--- src/rtl/sha_pkg.sv ---
package sha_pkg;

    typedef struct packed {
        logic [63:0] message_word;
        logic [3:0]  valid_bytes;
        logic        is_last;
    } t_in_req;

    typedef struct packed {
        logic [63:0] digest_word;
        logic [1:0]  word_index;
        logic        digest_done;
    } t_out_req;

    // Commands from the controller to the datapath.
    typedef struct packed {
        logic       push;       // write push_word into the window and count a word
        logic       add_bytes;  // add the accepted request's byte count
        logic       round_init; // load working variables from the chaining state
        logic       round_step; // run one round
        logic       round_fold; // add working variables into the chaining state
        logic       msg_clear;  // restore initial hash, clear counters
        logic [2:0] push_sel;   // which word to push
    } t_dp_cmd;

    typedef struct packed {
        logic [3:0] word_in_block;
        logic       last_round;
    } t_dp_stat;

    localparam logic [2:0] PUSH_DATA  = 3'd0;
    localparam logic [2:0] PUSH_ZERO  = 3'd1;
    localparam logic [2:0] PUSH_LEN_H = 3'd2;
    localparam logic [2:0] PUSH_LEN_L = 3'd3;
    localparam logic [2:0] PUSH_PAD   = 3'd4;

    localparam logic [63:0] IV [8] = '{
        64'h22312194FC2BF72C, 64'h9F555FA3C84C64C2, 64'h2393B86B6F53B151,
        64'h963877195940EABD, 64'h96283EE2A88EFFE3, 64'hBE5E1E2553863992,
        64'h2B0199FC2C85B8AA, 64'h0EB72DDC81C52CA2
    };

    localparam int NUM_ROUNDS = 80;

    localparam logic [63:0] ROUND_K [NUM_ROUNDS] = '{
        64'h428a2f98d728ae22, 64'h7137449123ef65cd, 64'hb5c0fbcfec4d3b2f, 64'he9b5dba58189dbbc,
        64'h3956c25bf348b538, 64'h59f111f1b605d019, 64'h923f82a4af194f9b, 64'hab1c5ed5da6d8118,
        64'hd807aa98a3030242, 64'h12835b0145706fbe, 64'h243185be4ee4b28c, 64'h550c7dc3d5ffb4e2,
        64'h72be5d74f27b896f, 64'h80deb1fe3b1696b1, 64'h9bdc06a725c71235, 64'hc19bf174cf692694,
        64'he49b69c19ef14ad2, 64'hefbe4786384f25e3, 64'h0fc19dc68b8cd5b5, 64'h240ca1cc77ac9c65,
        64'h2de92c6f592b0275, 64'h4a7484aa6ea6e483, 64'h5cb0a9dcbd41fbd4, 64'h76f988da831153b5,
        64'h983e5152ee66dfab, 64'ha831c66d2db43210, 64'hb00327c898fb213f, 64'hbf597fc7beef0ee4,
        64'hc6e00bf33da88fc2, 64'hd5a79147930aa725, 64'h06ca6351e003826f, 64'h142929670a0e6e70,
        64'h27b70a8546d22ffc, 64'h2e1b21385c26c926, 64'h4d2c6dfc5ac42aed, 64'h53380d139d95b3df,
        64'h650a73548baf63de, 64'h766a0abb3c77b2a8, 64'h81c2c92e47edaee6, 64'h92722c851482353b,
        64'ha2bfe8a14cf10364, 64'ha81a664bbc423001, 64'hc24b8b70d0f89791, 64'hc76c51a30654be30,
        64'hd192e819d6ef5218, 64'hd69906245565a910, 64'hf40e35855771202a, 64'h106aa07032bbd1b8,
        64'h19a4c116b8d2d0c8, 64'h1e376c085141ab53, 64'h2748774cdf8eeb99, 64'h34b0bcb5e19b48a8,
        64'h391c0cb3c5c95a63, 64'h4ed8aa4ae3418acb, 64'h5b9cca4f7763e373, 64'h682e6ff3d6b2b8a3,
        64'h748f82ee5defb2fc, 64'h78a5636f43172f60, 64'h84c87814a1f0ab72, 64'h8cc702081a6439ec,
        64'h90befffa23631e28, 64'ha4506cebde82bde9, 64'hbef9a3f7b2c67915, 64'hc67178f2e372532b,
        64'hca273eceea26619c, 64'hd186b8c721c0c207, 64'heada7dd6cde0eb1e, 64'hf57d4f7fee6ed178,
        64'h06f067aa72176fba, 64'h0a637dc5a2c898a6, 64'h113f9804bef90dae, 64'h1b710b35131c471b,
        64'h28db77f523047d84, 64'h32caab7b40c72493, 64'h3c9ebe0a15c9bebc, 64'h431d67c49c100d4c,
        64'h4cc5d4becb3e42b6, 64'h597f299cfc657e2a, 64'h5fcb6fab3ad6faec, 64'h6c44198c4a475817
    };

endpackage

--- src/rtl/sha_ctrl.sv ---
module sha_ctrl import sha_pkg::*; (
    input  logic        i_clk,
    input  logic        i_rst_n,
    input  logic        i_valid,
    output logic        o_ready,
    input  t_in_req     i_req,
    input  t_dp_stat    i_stat,
    input  logic [63:0] i_hash [4],
    output t_dp_cmd     o_cmd,
    output logic        o_valid,
    input  logic        i_ready,
    output t_out_req    o_req
);

    typedef enum logic [3:0] {
        S_IDLE, S_INIT, S_ROUND, S_FOLD, S_PAD80, S_ZERO, S_LENH, S_LENL, S_OUT
    } t_state;

    t_state     r_state, r_ret;
    logic [1:0] r_idx;
    logic       in_acc, full_last;

    assign o_ready   = (r_state == S_IDLE);
    assign in_acc    = i_valid && o_ready;
    assign full_last = i_req.valid_bytes >= 4'd8;
    assign o_valid   = (r_state == S_OUT);

    always_comb begin
        o_req.digest_word = i_hash[r_idx];
        o_req.word_index  = r_idx;
        o_req.digest_done = (r_idx == 2'd3);
        o_cmd = '0;
        o_cmd.push_sel = PUSH_ZERO;
        unique case (r_state)
            S_IDLE: begin
                o_cmd.push      = in_acc;
                o_cmd.add_bytes = in_acc;
                o_cmd.push_sel  = PUSH_DATA;
            end
            S_INIT:  o_cmd.round_init = 1'b1;
            S_ROUND: o_cmd.round_step = 1'b1;
            S_FOLD:  o_cmd.round_fold = 1'b1;
            S_PAD80: begin
                o_cmd.push     = 1'b1;
                o_cmd.push_sel = PUSH_PAD;
            end
            S_ZERO: o_cmd.push = 1'b1;
            S_LENH: begin
                o_cmd.push     = 1'b1;
                o_cmd.push_sel = PUSH_LEN_H;
            end
            S_LENL: begin
                o_cmd.push     = 1'b1;
                o_cmd.push_sel = PUSH_LEN_L;
            end
            S_OUT: o_cmd.msg_clear = i_ready && r_idx == 2'd3;
            default: ;
        endcase
    end

    // After a fold the controller returns to idle, to the digest output, or to padding where it left off.
    always_ff @(posedge i_clk) begin
        if (!i_rst_n) begin
            r_state <= S_IDLE;
            r_ret   <= S_IDLE;
            r_idx   <= 2'd0;
        end else begin
            unique case (r_state)
                S_IDLE: if (in_acc) begin
                    if (!i_req.is_last) begin
                        r_ret <= S_IDLE;
                    end else if (full_last) begin
                        r_ret <= S_PAD80;
                    end else begin
                        r_ret <= S_ZERO;
                    end
                    if (i_stat.word_in_block == 4'd15) begin
                        r_state <= S_INIT;
                    end else if (!i_req.is_last) begin
                        r_state <= S_IDLE;
                    end else if (full_last) begin
                        r_state <= S_PAD80;
                    end else if (i_stat.word_in_block == 4'd13) begin
                        r_state <= S_LENH;
                    end else begin
                        r_state <= S_ZERO;
                    end
                end
                S_INIT:  r_state <= S_ROUND;
                S_ROUND: if (i_stat.last_round) r_state <= S_FOLD;
                S_FOLD: begin
                    if (r_ret == S_OUT || r_ret == S_IDLE) begin
                        r_state <= r_ret;
                    end else if (r_ret == S_PAD80 || i_stat.word_in_block != 4'd14) begin
                        r_state <= r_ret;
                    end else begin
                        r_state <= S_LENH;
                    end
                end
                S_PAD80: begin
                    r_ret <= S_ZERO;
                    if (i_stat.word_in_block == 4'd15) begin
                        r_state <= S_INIT;
                    end else if (i_stat.word_in_block == 4'd13) begin
                        r_state <= S_LENH;
                    end else begin
                        r_state <= S_ZERO;
                    end
                end
                S_ZERO: begin
                    r_ret <= S_ZERO;
                    if (i_stat.word_in_block == 4'd15) begin
                        r_state <= S_INIT;
                    end else if (i_stat.word_in_block == 4'd13) begin
                        r_state <= S_LENH;
                    end else begin
                        r_state <= S_ZERO;
                    end
                end
                S_LENH: r_state <= S_LENL;
                S_LENL: begin
                    r_ret   <= S_OUT;
                    r_idx   <= 2'd0;
                    r_state <= S_INIT;
                end
                S_OUT: if (i_ready) begin
                    r_idx <= r_idx + 2'd1;
                    if (r_idx == 2'd3) r_state <= S_IDLE;
                end
                default: r_state <= S_IDLE;
            endcase
        end
    end

`ifndef ASSERT_OFF
    a_len_slot: assert property (@(posedge i_clk) disable iff (!i_rst_n)
        r_state == S_LENH |-> i_stat.word_in_block == 4'd14)
        else $error("length pushed at wrong slot");
    a_init_full: assert property (@(posedge i_clk) disable iff (!i_rst_n)
        r_state == S_INIT |-> i_stat.word_in_block == 4'd0)
        else $error("compression started on partial block");
    a_fold_after: assert property (@(posedge i_clk) disable iff (!i_rst_n)
        r_state == S_FOLD |-> $past(r_state) == S_ROUND)
        else $error("fold without rounds");
    a_no_accept_busy: assert property (@(posedge i_clk) disable iff (!i_rst_n)
        o_cmd.push |-> !o_cmd.round_step)
        else $error("push during rounds");
`endif

endmodule

--- config.mk ---
export PLATFORM = sky130hd
export DESIGN_NAME = sha_ctrl
export DESIGN_NICKNAME = d
export VERILOG_FILES = /design/src/rtl/sha_pkg.sv /design/src/rtl/sha_ctrl.sv
export SDC_FILE = /design/constraint.sdc
export NUM_CORES = 1
export LEC_CHECK = 0
export BUFFER_PORTS_ARGS = -buffer_cell sky130_fd_sc_hd__buf_2
export CAP_MARGIN = 10
export CORE_AREA = 8 8 153 155
export DETAILED_ROUTE_END_ITERATION = 8
export DIE_AREA = 0 0 161 163
export SLEW_MARGIN = 30
export SYNTH_ARGS = -nofsm -noshare
export SYNTH_HDL_FRONTEND = slang
export SYNTH_SLANG_ARGS = --single-unit
export TNS_END_PERCENT = 5
--- constraint.sdc ---
create_clock -name i_clk -period 1.6 [get_ports i_clk]
set_input_delay 0.24 -clock i_clk [delete_from_list [all_inputs] [get_ports i_clk]]
set_output_delay 0.24 -clock i_clk [all_outputs]
set_load 0.01 [all_outputs]
# Word-level counts from Yosys, hierarchy flattened
# Cells that the tools add are included.
# Widths: inputs -> output; s select.
totals:
  regBits: 10
  n_memories: 0
  latchBits: 0
  ramBits: 0
  out_inout_bits: 78
  rom_bits: 0
  in_bits: 334
op_classes:
  mux: 28
  shift: 0
  n_reduce_logical: 13
  div_mod_pow: 0
  n_addsub: 1
  eq_ne: 18
  mul: 0
  bitwise: 1
  magnitude_cmp: 2
ops:
  columns: ["operator", "n"]
  rows:
  - ["$bmux 64 s2", 1]
  - ["$mux 64", 2]
  - ["$pmux 4 s8", 1]
  - ["$mux 4", 7]
  - ["$eq 4x3->1 const B", 5]
  - ["$eq 4x4->1 const B", 4]
  - ["$mux 3", 4]
  - ["$pmux 3 s4", 1]
  - ["$pmux 4 s3", 1]
  - ["$eq 4x2->1 const B", 2]
  - ["$logic_not 4->1", 2]
  - ["$mux 1", 6]
  - ["$mux 2", 3]
  - ["$ne 2x1->1 const B", 3]
  - ["$eq 4x1->1 const B", 1]
  - ["$ge 4x4->1 const B", 1]
  - ["$ne 4x4->1 const B", 1]
  - ["$pmux 2 s2", 1]
  - ["$reduce_and 2->1", 2]
  - ["$reduce_and 4->1", 1]
  - ["$reduce_or 4->1", 1]
  - ["$ge 3x3->1 const B", 1]
  - ["$not 2->3", 1]
  - ["$reduce_bool 3->1", 1]
  - ["other kinds (8)", 10]

# Depth between registers and ports, before layout
logic_depth:
  depth_word: 7
  ltp_mapped: 5
  depth_no_buf: 4

# Least setup slack after synthesis
# No wires, ideal clock.
synth_timing:
  path_kind: "register to output"
  startpoint: "reg r_idx[0]"
  endpoint: "out o_req[28] in the netlist's numbering"
  n_path_buf: 2
  arrival_time_ns: 1.491
  path_slack_ns: -0.131
  stages_incl_launch_ff: 4
  path_cell_list: "dfxtp_1 buf_4 buf_2 mux4_2"
synth_rtl:
  columns: ["item", "line", "source"]
  rows:
  - ["from (decl)", "sha_ctrl.sv:20", "logic [1:0] r_idx;"]
  - ["from (signal assigned)", "sha_ctrl.sv:127", "r_idx <= r_idx + 2'd1;"]
  - ["to (decl)", "sha_ctrl.sv:12", "output t_out_req o_req"]

==> results.sh <==
export IMPL_status="complete, but fails checks"
export IMPL_violations_in_the_final_reports="setup timing"
export IMPL_cts_buffers=3
export IMPL_worst_endpoint_arrival_ns=1.64
export IMPL_floorplan_die_height_um=163
export IMPL_max_stage_delay_ns=0.52
export IMPL_clock_tree_buffer_depth=2
export IMPL_hold_path_end="r_idx[1]"
export IMPL_grt_pass1_wl_mm=23.9
export IMPL_hold_worst_slack_ns=0.317
export IMPL_power_leakage_nw=2.18
export IMPL_cell_at_the_root_of_the_clock_tree="sky130_fd_sc_hd__clkbuf_16"
export IMPL_timing_reg2reg_worst_path_depth=4
export IMPL_route_final_wire_length_mm=17.0
export IMPL_holdPathStages=2
export IMPL_drt_iter0_drc=343
export IMPL_synth_fp_nets=495
export IMPL_timing_worst_setup_path_type="reg2out"
export IMPL_wire_per_inst_um=21.5
export IMPL_number_of_optimization_iterations_in_the_first_detailed_route_pass=4
export IMPL_final_core_utilization_pct=22.9
export IMPL_crit_reg2reg_launch="r_state[3]"
export IMPL_clk_latency_ns=0.23
export IMPL_numClockSinks=9
export IMPL_dp_slack_ns=-0.0387
export IMPL_worst_hold_path_type="in2reg"
export IMPL_postSynthAreaPerCell_um2=13.5
export IMPL_cellPowerDensity_nw_per_um2=323
export IMPL_pin_count=412
export IMPL_synth_seq_cells=9
export IMPL_timing_hold_violations_final=0
export IMPL_unrepaired_setup_endpoints_after_global_routing="true"
export IMPL_report_final_slew_viol_count=0
export IMPL_num_fill_cells=2255
export IMPL_reg2reg_slack_ns=0.11
export IMPL_max_slew_margin_rel_pct=68.9
export IMPL_critPathMostFrequentCell="sky130_fd_sc_hd__buf_12"
export IMPL_path_cells="buf_12, buf_12, buf_16, mux4_2, buf_6"
export IMPL_coreArea_um2=20800
export IMPL_yosys_warnings=0
export IMPL_die_width_um=161
export IMPL_nNetsFinal=849
export IMPL_cp_start_kind="flip-flop"
export IMPL_numPlacedInstances=775
export IMPL_cp_end_kind="primary output"
export IMPL_rows=53
export IMPL_postRouteAntennaNets=0
export IMPL_drive_gt1_share_pct=86.5
export IMPL_pin_count_of_the_biggest_net_entering_global_routing=32
export IMPL_maxCapViolations=0
export IMPL_place_hpwl_mm=14.8
export IMPL_cts_max_level=1
export IMPL_synth_sequential_area_ratio_pct=8.37
export IMPL_worst_slew_pin_transition_ns=0.455
export IMPL_placed_area_um2=4280
export IMPL_die_area_um2=26200
export IMPL_postSynthCellCount=160
export IMPL_grt_usage_pct=11.8
export IMPL_syn2layout_area_growth_pct=122
export IMPL_period_share_pct=118
export IMPL_timing_setup_tns_ns=-14.43
export IMPL_critical_path_slowest_cell="sky130_fd_sc_hd__mux4_2"
export IMPL_remaining_drc_errors=0
export IMPL_grt_overflow_total=0
export IMPL_critical_path_fanout_max=7
export IMPL_finClkSkew_ns=0.00107
export IMPL_synthDistinctLibCells=39
export IMPL_initial_utilization_pct=10.3
export IMPL_setup_violations=66
export IMPL_hold_path_startpoint="i_rst_n"
export IMPL_achievable_frequency_ghz=0.532
export IMPL_grt_pass1_vias=3537
export IMPL_cts_reportedPaths_clkPinSlew_ns=0.04
export IMPL_final_critical_path_setup_slack_ns=-0.281
export IMPL_synthesis_area_um2=2150
export IMPL_route_detailed_vias_per_inst=4.16
export IMPL_worst_ep_required_time_ns=1.36
export IMPL_io_buffer_count=344
export IMPL_r2r_end="r_state[0]"
export IMPL_grt_antenna_before_repair=5
export IMPL_final_instance_count_excl_fill=792
export IMPL_vdd_ir_drop_worst_mv=0.382
export IMPL_place_congestion=0.867
export IMPL_final_period_minus_worst_setup_slack_ns=1.88
export IMPL_clock_tree_from_tritoncts="yes"
export IMPL_final_area_um2=4780
export IMPL_design_power_total_mw=1.54
export IMPL_route_vias_total=3297
==> area by class of cell <==
type	count	area, um^2	share of cell area [%]
Timing Repair Buffer	365	2230	46.7
Multi-Input combinational cell	132	1910	39.9
Tap cell	275	344	7.20
Sequential cell	9	194	4.06
Clock buffer	4	78.8	1.65
Inverter	3	11.3	0.236
Antenna cell	4	10.0	0.209
==> power by group <==
part / internal, mW / switching [mW]
clock: 0.334 / 0.113
sequential: 0.235 / 0.0201
combinational: 0.499 / 0.344
==> registers in the layout, indices dropped and copies added, names as in the netlist <==
name     cells
r_state      4
r_ret        3
r_idx        2
==> worst max-delay path: cells and delay by family, from the launching register on <==
family / cells / cell delay [ns]
buf+inv: 4 / 0.51
flops: 1 / 0.38
mux: 1 / 0.52
==> worst max-delay path by stage <==
stage | start | endpoint | slack, ns | cells after the start
floorplan | r_idx[0] | o_req[28] | -0.04 | 3
global placement | r_idx[0] | o_req[66] | -0.03 | 3
detailed placement | r_idx[0] | o_req[34] | -0.04 | 3
CTS | r_idx[0] | o_req[66] | -0.28 | 4
global route | r_idx[0] | o_req[42] | -0.32 | 5
finish | r_idx[0] | o_req[42] | -0.28 | 5
==> logic make-up after synthesis <==
group,count (synthesis),share of synthesized area (%)
flip-flops,9,8.37
adder cells (fa/ha/maj),1,0.581
multiplexers,64,66.9
AO/OA/AOI/OAI,23,7.38
buffers and inverters,19,4.42
AND/OR/NAND/NOR,44,12.3
==> timing repair <==
action,CTS,global route
gates cloned,5,0
endpoints found under the hold margin,0,0
hold buffers,0,0
setup endpoints to repair,69,71
buffers inserted,4,0
resized for setup,31,16
==> synth_stat cells (all sizes together) <==
master	n	area, um^2
nand2b	6	37.5
nor2	9	33.8
o21bai	1	7.51
a22oi	2	15.0
ha	1	12.5
nor2b	5	31.3
and4b	1	10.0
a31oi	1	6.26
o221ai	1	8.76
and3b	1	8.76
clkbuf	1	3.75
and3	4	25.0
a21oi	5	25.0
nand2	8	30.0
buf	15	80.1
o211ai	2	15.0
dfxtp	9	180
or3	1	6.26
o21a	1	7.51
or4b	1	10.0
mux4	64	1440
a32oi	2	17.5
a2111oi	1	8.76
nand3	1	5.00
nor4b	1	23.8
o21ai	3	15.0
nor3	2	10.0
and2b	2	17.5
nand4b	1	8.76
a21o	1	7.51
a21boi	2	15.0
a221o	1	10.0
nand3b	1	7.51
inv	3	11.3
==> layer usage <==
metal | wire length (um) | vias to the layer above | GRT usage (%) | share of wire [%]
met5 | 13 | - | 0 | 0.076
met3 | 1620 | 14 | 3.36 | 9.5
met2 | 8520 | 257 | 19.5 | 50
met4 | 240 | 2 | 2.57 | 1.4
li1 | - | 1428 | - | -
met1 | 6610 | 1596 | 15.0 | 39
==> layout by cell type, fill, tap and decap left out, types with 4 or more instances in the layout <==
cell type | netlist | final
sky130_fd_sc_hd__buf_2 | 7 | 320
sky130_fd_sc_hd__a21oi_1 | 5 | 5
sky130_fd_sc_hd__buf_16 | 0 | 6
sky130_fd_sc_hd__mux4_2 | 64 | 64
sky130_fd_sc_hd__buf_4 | 2 | 7
sky130_fd_sc_hd__buf_12 | 0 | 6
sky130_fd_sc_hd__nor2b_1 | 5 | 5
sky130_fd_sc_hd__buf_6 | 1 | 26
sky130_fd_sc_hd__nand2b_1 | 6 | 5
sky130_fd_sc_hd__nor2_1 | 9 | 7
sky130_fd_sc_hd__diode_2 | 0 | 4
sky130_fd_sc_hd__dfxtp_1 | 9 | 4
sky130_fd_sc_hd__nand2_1 | 8 | 8
Note: power is estimated with default switching activity, not from simulation.
